[src/rtl/integer_cumulative_scan_macros.svh]
// Assertion helpers for the cumulative scan block.
`ifndef INTEGER_CUMULATIVE_SCAN_MACROS_SVH
`define INTEGER_CUMULATIVE_SCAN_MACROS_SVH

`ifndef NO_ASSERTIONS

`define ICS_ASSERT_ALWAYS(lbl, clk, rst_n, expr) \
    lbl: assert property (@(posedge clk) disable iff (!rst_n) (expr)) \
        else $error("ics assertion failed");

`define ICS_ASSERT_NEXT(lbl, clk, rst_n, ante, cons) \
    lbl: assert property (@(posedge clk) disable iff (!rst_n) (ante) |=> (cons)) \
        else $error("ics assertion failed");

`else

`define ICS_ASSERT_ALWAYS(lbl, clk, rst_n, expr)

`define ICS_ASSERT_NEXT(lbl, clk, rst_n, ante, cons)

`endif

`endif

[src/rtl/ics_pkg.sv]
package ics_pkg;

    localparam logic [1:0] OP_SUM = 2'd0;
    localparam logic [1:0] OP_MAX = 2'd1;
    localparam logic [1:0] OP_MIN = 2'd2;

    localparam logic signed [31:0] INT_MAX     = 32'sh7FFF_FFFF;
    localparam logic signed [31:0] INT_NEG_MAX = 32'sh8000_0001;
    localparam logic signed [31:0] INT_MIN     = 32'sh8000_0000;

    typedef struct packed {
        logic [1:0]         func;
        logic signed [31:0] value;
        logic               first;
        logic               last;
    } t_in_item;

    typedef struct packed {
        logic signed [31:0] result;
        logic               overflow;
        logic               result_last;
    } t_out_item;

endpackage

[src/rtl/ics_stream_if.sv]
interface ics_stream_if #(
    parameter type T = logic
) ();
    logic valid;
    logic ready;
    T     data;

    modport source (output valid, output data, input ready);
    modport sink   (input valid, input data, output ready);
endinterface

[src/rtl/ics_in_stage.sv]
module ics_in_stage (
    input  logic         i_clk,
    input  logic         i_rst_n,
    ics_stream_if.sink   i_in,
    ics_stream_if.source o_out
);

    logic             r_valid;
    ics_pkg::t_in_item r_data;

    assign i_in.ready  = !r_valid || o_out.ready;
    assign o_out.valid = r_valid;
    assign o_out.data  = r_data;

    always_ff @(posedge i_clk) begin
        if (!i_rst_n) begin
            r_valid <= 1'b0;
        end else if (i_in.ready) begin
            r_valid <= i_in.valid;
        end
    end

    always_ff @(posedge i_clk) begin
        if (i_in.ready && i_in.valid) begin
            r_data <= i_in.data;
        end
    end

endmodule

[src/rtl/ics_scan_core.sv]
module ics_scan_core (
    input  logic         i_clk,
    input  logic         i_rst_n,
    ics_stream_if.sink   i_in,
    ics_stream_if.source o_out
);

    logic                r_valid;
    ics_pkg::t_out_item  r_data;
    logic signed [31:0]  r_acc;
    logic                r_miss;
    logic [1:0]          r_op;

    logic signed [31:0]  n_acc;
    logic                n_miss;
    logic [1:0]          n_op;
    ics_pkg::t_out_item  n_data;

    logic signed [31:0]  acc0;
    logic                miss0;
    logic signed [32:0]  sum;
    logic                sum_ovf;
    logic                accept;

    assign i_in.ready  = !r_valid || o_out.ready;
    assign accept      = i_in.valid && i_in.ready;
    assign o_out.valid = r_valid;
    assign o_out.data  = r_data;

    always_comb begin
        if (i_in.data.first) begin
            n_op  = i_in.data.func;
            miss0 = 1'b0;
            case (i_in.data.func)
                ics_pkg::OP_MAX: acc0 = ics_pkg::INT_MIN;
                ics_pkg::OP_MIN: acc0 = ics_pkg::INT_MAX;
                default:         acc0 = '0;
            endcase
        end else begin
            n_op  = r_op;
            miss0 = r_miss;
            acc0  = r_acc;
        end

        sum     = {acc0[31], acc0} + {i_in.data.value[31], i_in.data.value};
        sum_ovf = (sum[32] != sum[31]) || (sum[31:0] == ics_pkg::INT_MIN);

        n_miss          = miss0 || (i_in.data.value == ics_pkg::INT_MIN);
        n_acc           = acc0;
        n_data.overflow = 1'b0;
        case (n_op)
            ics_pkg::OP_SUM: begin
                if (!n_miss) begin
                    if (sum_ovf) begin
                        n_miss          = 1'b1;
                        n_data.overflow = 1'b1;
                    end else begin
                        n_acc = sum[31:0];
                    end
                end
            end
            ics_pkg::OP_MAX: begin
                if (!n_miss && (i_in.data.value > acc0)) begin
                    n_acc = i_in.data.value;
                end
            end
            ics_pkg::OP_MIN: begin
                if (!n_miss && (i_in.data.value < acc0)) begin
                    n_acc = i_in.data.value;
                end
            end
            default: begin
                n_miss = 1'b1;
            end
        endcase

        n_data.result      = n_miss ? ics_pkg::INT_MIN : n_acc;
        n_data.result_last = i_in.data.last;
    end

    always_ff @(posedge i_clk) begin
        if (!i_rst_n) begin
            r_valid <= 1'b0;
            r_acc   <= '0;
            r_miss  <= 1'b0;
            r_op    <= ics_pkg::OP_SUM;
        end else begin
            if (i_in.ready) begin
                r_valid <= i_in.valid;
            end
            if (accept) begin
                r_acc  <= n_acc;
                r_miss <= n_miss;
                r_op   <= n_op;
            end
        end
    end

    always_ff @(posedge i_clk) begin
        if (accept) begin
            r_data <= n_data;
        end
    end

endmodule

[src/rtl/integer_cumulative_scan.sv]
// Running sum, maximum or minimum over a stream of signed 32-bit vector
// elements, one result item per input item. The operation is taken from func
// on the item marked first; INT_MIN in or out means missing, and a sum outside
// INT_NEG_MAX to INT_MAX goes missing with overflow set on that item only. The
// block takes one item every cycle while the output is not stalled; a result
// passes an input register, then one 33-bit add or signed compare against
// the accumulator feeding the result register. The accumulator loop closes
// within the core stage. Output stalls back up through both registers.
`include "integer_cumulative_scan_macros.svh"

module integer_cumulative_scan (
    input  logic         i_clk,
    input  logic         i_rst_n,
    ics_stream_if.sink   i_in,
    ics_stream_if.source o_out
);

    ics_stream_if #(.T(ics_pkg::t_in_item)) s_mid ();

    ics_in_stage u_in_stage (
        .i_clk   (i_clk),
        .i_rst_n (i_rst_n),
        .i_in    (i_in),
        .o_out   (s_mid.source)
    );

    ics_scan_core u_scan_core (
        .i_clk   (i_clk),
        .i_rst_n (i_rst_n),
        .i_in    (s_mid.sink),
        .o_out   (o_out)
    );

    `ICS_ASSERT_ALWAYS(a_ovf_missing, i_clk, i_rst_n, !(o_out.valid && o_out.data.overflow) || (o_out.data.result == ics_pkg::INT_MIN))

    `ICS_ASSERT_NEXT(a_mid_hold, i_clk, i_rst_n, s_mid.valid && o_out.valid && !o_out.ready, s_mid.valid && $stable(s_mid.data))

    `ICS_ASSERT_ALWAYS(a_in_ready, i_clk, i_rst_n, i_in.ready == (!s_mid.valid || !o_out.valid || o_out.ready))

endmodule

[src/flat_wrapper.sv]
// flat-port wrapper written by rule: the top's interface ports become plain ports
module integer_cumulative_scan_flat 
  (i_clk, i_rst_n, i_in_valid, i_in_data, i_in_ready, o_out_valid, o_out_data, o_out_ready);
  ics_stream_if #(.T(ics_pkg::t_in_item)) i_in_i ();
  ics_stream_if #(.T(ics_pkg::t_out_item)) o_out_i ();
  input  logic i_clk;
  input  logic i_rst_n;
  input wire logic [$bits(i_in_i.valid)-1:0] i_in_valid;
  input wire logic [$bits(i_in_i.data)-1:0] i_in_data;
  output wire logic [$bits(i_in_i.ready)-1:0] i_in_ready;
  output wire logic [$bits(o_out_i.valid)-1:0] o_out_valid;
  output wire logic [$bits(o_out_i.data)-1:0] o_out_data;
  input wire logic [$bits(o_out_i.ready)-1:0] o_out_ready;
  assign i_in_i.valid = i_in_valid;
  assign i_in_i.data = i_in_data;
  assign i_in_ready = i_in_i.ready;
  assign o_out_valid = o_out_i.valid;
  assign o_out_data = o_out_i.data;
  assign o_out_i.ready = o_out_ready;
  integer_cumulative_scan u_core (.i_clk(i_clk), .i_rst_n(i_rst_n), .i_in(i_in_i), .o_out(o_out_i));
endmodule
[config.mk]
export PLATFORM = sky130hd
export DESIGN_NAME = integer_cumulative_scan_flat
export DESIGN_NICKNAME = d
export VERILOG_FILES = /design/src/rtl/ics_pkg.sv /design/src/rtl/ics_stream_if.sv /design/src/rtl/ics_in_stage.sv /design/src/rtl/ics_scan_core.sv /design/src/rtl/integer_cumulative_scan.sv /design/src/flat_wrapper.sv
export VERILOG_INCLUDE_DIRS = /design/src /design/src/rtl
export SDC_FILE = /design/constraint.sdc
export NUM_CORES = 1
export LEC_CHECK = 0
export ABC_AREA = 1
export BUFFER_PORTS_ARGS = -buffer_cell sky130_fd_sc_hd__buf_2
export CORE_MARGIN = 2
export CORE_UTILIZATION = 55
export CTS_BUF_LIST = sky130_fd_sc_hd__clkbuf_8
export DETAILED_ROUTE_END_ITERATION = 6
export GPL_ROUTABILITY_DRIVEN = 0
export GPL_TIMING_DRIVEN = 0
export PLACE_DENSITY = 0.77
export RECOVER_POWER = 50
export SLEW_MARGIN = 40
export SYNTH_ARGS = -nofsm -noshare
export SYNTH_HDL_FRONTEND = slang
export SYNTH_SLANG_ARGS = --single-unit
[constraint.sdc]
create_clock -name i_clk -period 3.9 [get_ports i_clk]
set_input_delay 0.78 -clock i_clk [delete_from_list [all_inputs] [get_ports i_clk]]
set_output_delay 0.78 -clock i_clk [all_outputs]
set_load 0.05 [all_outputs]
==> key figures <==
Cells and area
  – Commonest cells after routing, fill and taps aside: 419 x nand2_1, 215 x inv_1, 190 x nand3_1
  – Diodes inserted: 0
  – Synthesis-to-finish area growth: 25.2%
  – Fraction of final layout cells sized beyond drive strength 1: 24.5%
  – Commonest non-fill, non-tap cell in the layout: nand2_1
  – # nets final: 1,811
  – Non-filler instance count after layout: 1,931
  – Final core utilization: 69.6%

Timing
  – Post-route setup slack: -0.270 ns
  – Fmax: 240 MHz
  – Unrepaired setup endpoints after global routing: true
  – Max-slew headroom: -24.7%
  – Final hold slack: 0.438 ns
  – Clk_skew: 0.0294 ns
  – Worst Tran Pin Value: 1.86 ns
  – Tmin final: 4.17 ns
  – Final Cycle Share: 107%
  – Final hold vios: 0
  – Max-slew violation count: 37
  – Final setup fails: 64

Pwr
  – Psw: 2.15 mW
  – Sw Share: 46.9%
  – Seq pwr share: 30.7%
  – PwrDens: 370 nW/µm²
  – Combinational share of power: 54.0%
  – Worst VDD drop: 0.000251 V
  – Clock share of power: 15.3%
  – Internal Pwr Total: 2.43 mW
  – Pleak: 6.20 nW
  – Pwr Total: 4.58 mW

Floorplanning
  – Die ar.: 19,000 µm²
  – Core Area: 17,800 µm²
  – Chip height: 138 µm
  – Die Span X: 138 µm
  – Initial Utilization: 55.6%
  – # IOs: 76
  – Row cnt: 49

Yosys
  – Simple-Gate Fraction of Synth Area: 39.4%
  – Post-synthesis mux area share: 0%
  – Synth async-reset ratio: 0%
  – Synth cell types: 38
  – Top-area cell type share of the netlist area: 21.3%
  – Syn. warnings: 0
  – Syn_area_per_cell: 6.33 µm²
  – Synth Cell Area: 9880 µm²
  – Compound-Gate Fraction of Synth Area: 9.16%
  – Top FF cell, synth: edfxtp_1
  – Synth Area in XOR/XNOR: 0.887%
  – EDFF count, synth: 70
  – Largest family of logic cells by synthesized area: simple AND/OR/NAND/NOR gates
  – Synth Area in Adders: 9.45%
  – Mapped Cells: 1,561
  – Cell taking the most area after synthesis: edfxtp_1
  – Post-synthesis sequential area ratio: 28.8%
  – Seq cells post-synth: 107
  – Ranking of synthesized cells by area: edfxtp_1 21%, nand2_1 19%, nand3_1 10%, ha_1 9.2%, inv_1 8.4%
  – Syn_nets: 1,675

Clock network
  – Root buf cell: clkbuf_8
  – Clk slew on worst S/H paths: 0.11 ns
  – Worst skew pair latency: 0.42 ns
  – H-tree Lvls: 3
  – TritonCTS clock tree: yes
  – Clock buffer depth: 2
  – CTS Buf Count: 9
  – # clock sinks: 107

Detailed routing
  – # DRC: 2
  – Total Wirelength: 33,100 µm
  – DR pass1 iterations: 7
  – Via count: 11,099
  – Drt wl/cell: 17.1 µm
  – DR vias/cell: 5.75
  – Antenna viol nets, final: 0
  – Initial DRC count: 1,102

Global routing
  – Met2 usage: 55.1%
  – GRT overflow: 0
  – Total Routing Usage GR: 32.4%
  – GR Util met3: 5.20%
  – Largest net degree at the start of global routing: 37
  – Top Usage Layer GRT: met2
  – GR Util met1: 39.1%
  – Vias in the first global route: 10,176
  – First-pass GRT wire length: 50,300 µm
  – Initial antenna violation count: 0

Setup path
  – WP data arrival: 4.34 ns
  – Critical Path Source: u_core.u_in_stage.o_out.data[1]
  – Critical path startpoint category: flop
  – CP required: 4.07 ns
  – Reg2reg start: u_core.u_in_stage.o_out.data[1]
  – Setup CP Type: flop to flop
  – CP Capture Type: flop
  – CP max FO: 8

Job
  – # Max-Cap Violations: 1

Min path
  – Hold_sp: u_core.u_in_stage.o_out.data[0]
  – Min-delay worst type: flop to flop

Placement
  – Port bufs: 75
  – Dpl cells: 1,866
  – Final HPWL from detailed placement: 23,000 µm

Outcome
  – Outcome: finished with violations
  – Failing checks: design-rule violations, max-capacitance violations, max-slew violations, negative setup slack
==> cell usage after synthesis, types with 6 or more instances <==
cell / n
nand2_1: 490
inv_1: 220
nand3_1: 203
nor2_1: 136
ha_1: 73
edfxtp_1: 70
a21oi_1: 55
nand4_1: 48
o21ai_0: 47
dfxtp_1: 37
clkbuf_1: 33
o21ai_1: 32
a21oi_2: 18
buf_2: 18
inv_2: 9
nand2_2: 9
buf_1: 8
xor2_1: 8
buf_6: 6
==> per-stage QoR <==
step | worst slack [ns] | setup TNS, ns | cell area, µm²
floorplan | 0.148 | 0 | 9880
global placement | -1.11 | -66.94 | 10500
detailed placement | -1.18 | -70.83 | 10600
CTS | -0.0682 | -1.64 | 11700
global route | -0.334 | -16.08 | 12400
finish | -0.270 | -11.50 | 12400
==> metal layers <==
metal / part of all wire, % / wire length [µm]
met5: 0 / 0
met3: 7.5 / 2490
met1: 38 / 12700
met4: 7.0 / 2320
met2: 47 / 15600
==> area by class of cell <==
cell class                      instances  area (µm²)
Inverter                              232         872
Buffer                                 69         485
Clock buffer                            9         124
Timing Repair Buffer                  126         850
Sequential cell                       107        2840
Clock inverter                          7        52.6
Multi-Input combinational cell       1152        6860
Tap cell                              229         287
Fill cell                            1518        5410
==> power groups by stage <==
stage	Clock [mW]	Sequential [mW]	Combinational [mW]
3_5_place_dp	0	1.41	1.94
2_1_floorplan	0	1.53	1.34
5_1_grt	0.734	1.41	2.68
3_3_place_gp	0	1.41	1.90
4_1_cts	0.699	1.40	2.15
6_report	0.700	1.40	2.47
==> worst paths after layout <==
kind / slack, ns / to / depth (start not counted)
max: -0.27 / u_core.u_scan_core.o_out.data[6] / 26
min: 0.44 / u_core.u_scan_core.o_out.data[0] / 0
max reg2reg: -0.27 / u_core.u_scan_core.o_out.data[6] / 26
min reg2reg: 0.44 / u_core.u_scan_core.o_out.data[0] / 0
==> what timing repair did <==
action | in CTS | in global routing
cloned | 4 | 4
buffers inserted | 26 | 16
hold buffers | 0 | 0
setup endpoints to repair | 66 | 66
pin swaps | 30 | 53
endpoints found under the hold margin | 0 | 0
gates resized for setup | 151 | 156
==> critical path, stage by stage (launching register included) <==
cell and delay, ns:
edfxtp_1 0.49, inv_2 0.09, nor2_4 0.15, nor2_4 0.05, buf_12 0.14, clkbuf_16 0.16, o21ai_4 0.09, inv_2 0.09
ha_4 0.17, fa_2 0.38, nand3_4 0.11, nand3_4 0.09, nand2_1 0.08, nand2_2 0.11, xnor2_2 0.24, nand3_1 0.10
nor2_1 0.24, nand3_2 0.15, nor2_4 0.15, nand3_4 0.15, nand3_4 0.20, buf_6 0.16, nand2_2 0.06, nand3_2 0.10
nand2_2 0.06, nand2_2 0.10, nor2_2 0.04
==> sequential cells by signal (all words and copies together), names as in the netlist <==
signal                          count
u_core.u_scan_core.r_op             2
u_core.u_in_stage.o_out.data       36
u_core.u_scan_core.r_miss           1
u_core.u_scan_core.r_acc           32
u_core.u_scan_core.o_out.data      34
u_core.u_in_stage.o_out.valid       1
u_core.u_scan_core.o_out.valid      1
==> cell families (layout without fill, tap and decap cells) <==
kind of cell / count (synthesis) / count (layout)
fa+ha+maj: 74 / 74
buf+inv: 302 / 443
xor+xnor: 10 / 10
flops: 107 / 107
compound gates: 162 / 162
simple gates: 906 / 906
(Power assumes the default switching activity.)
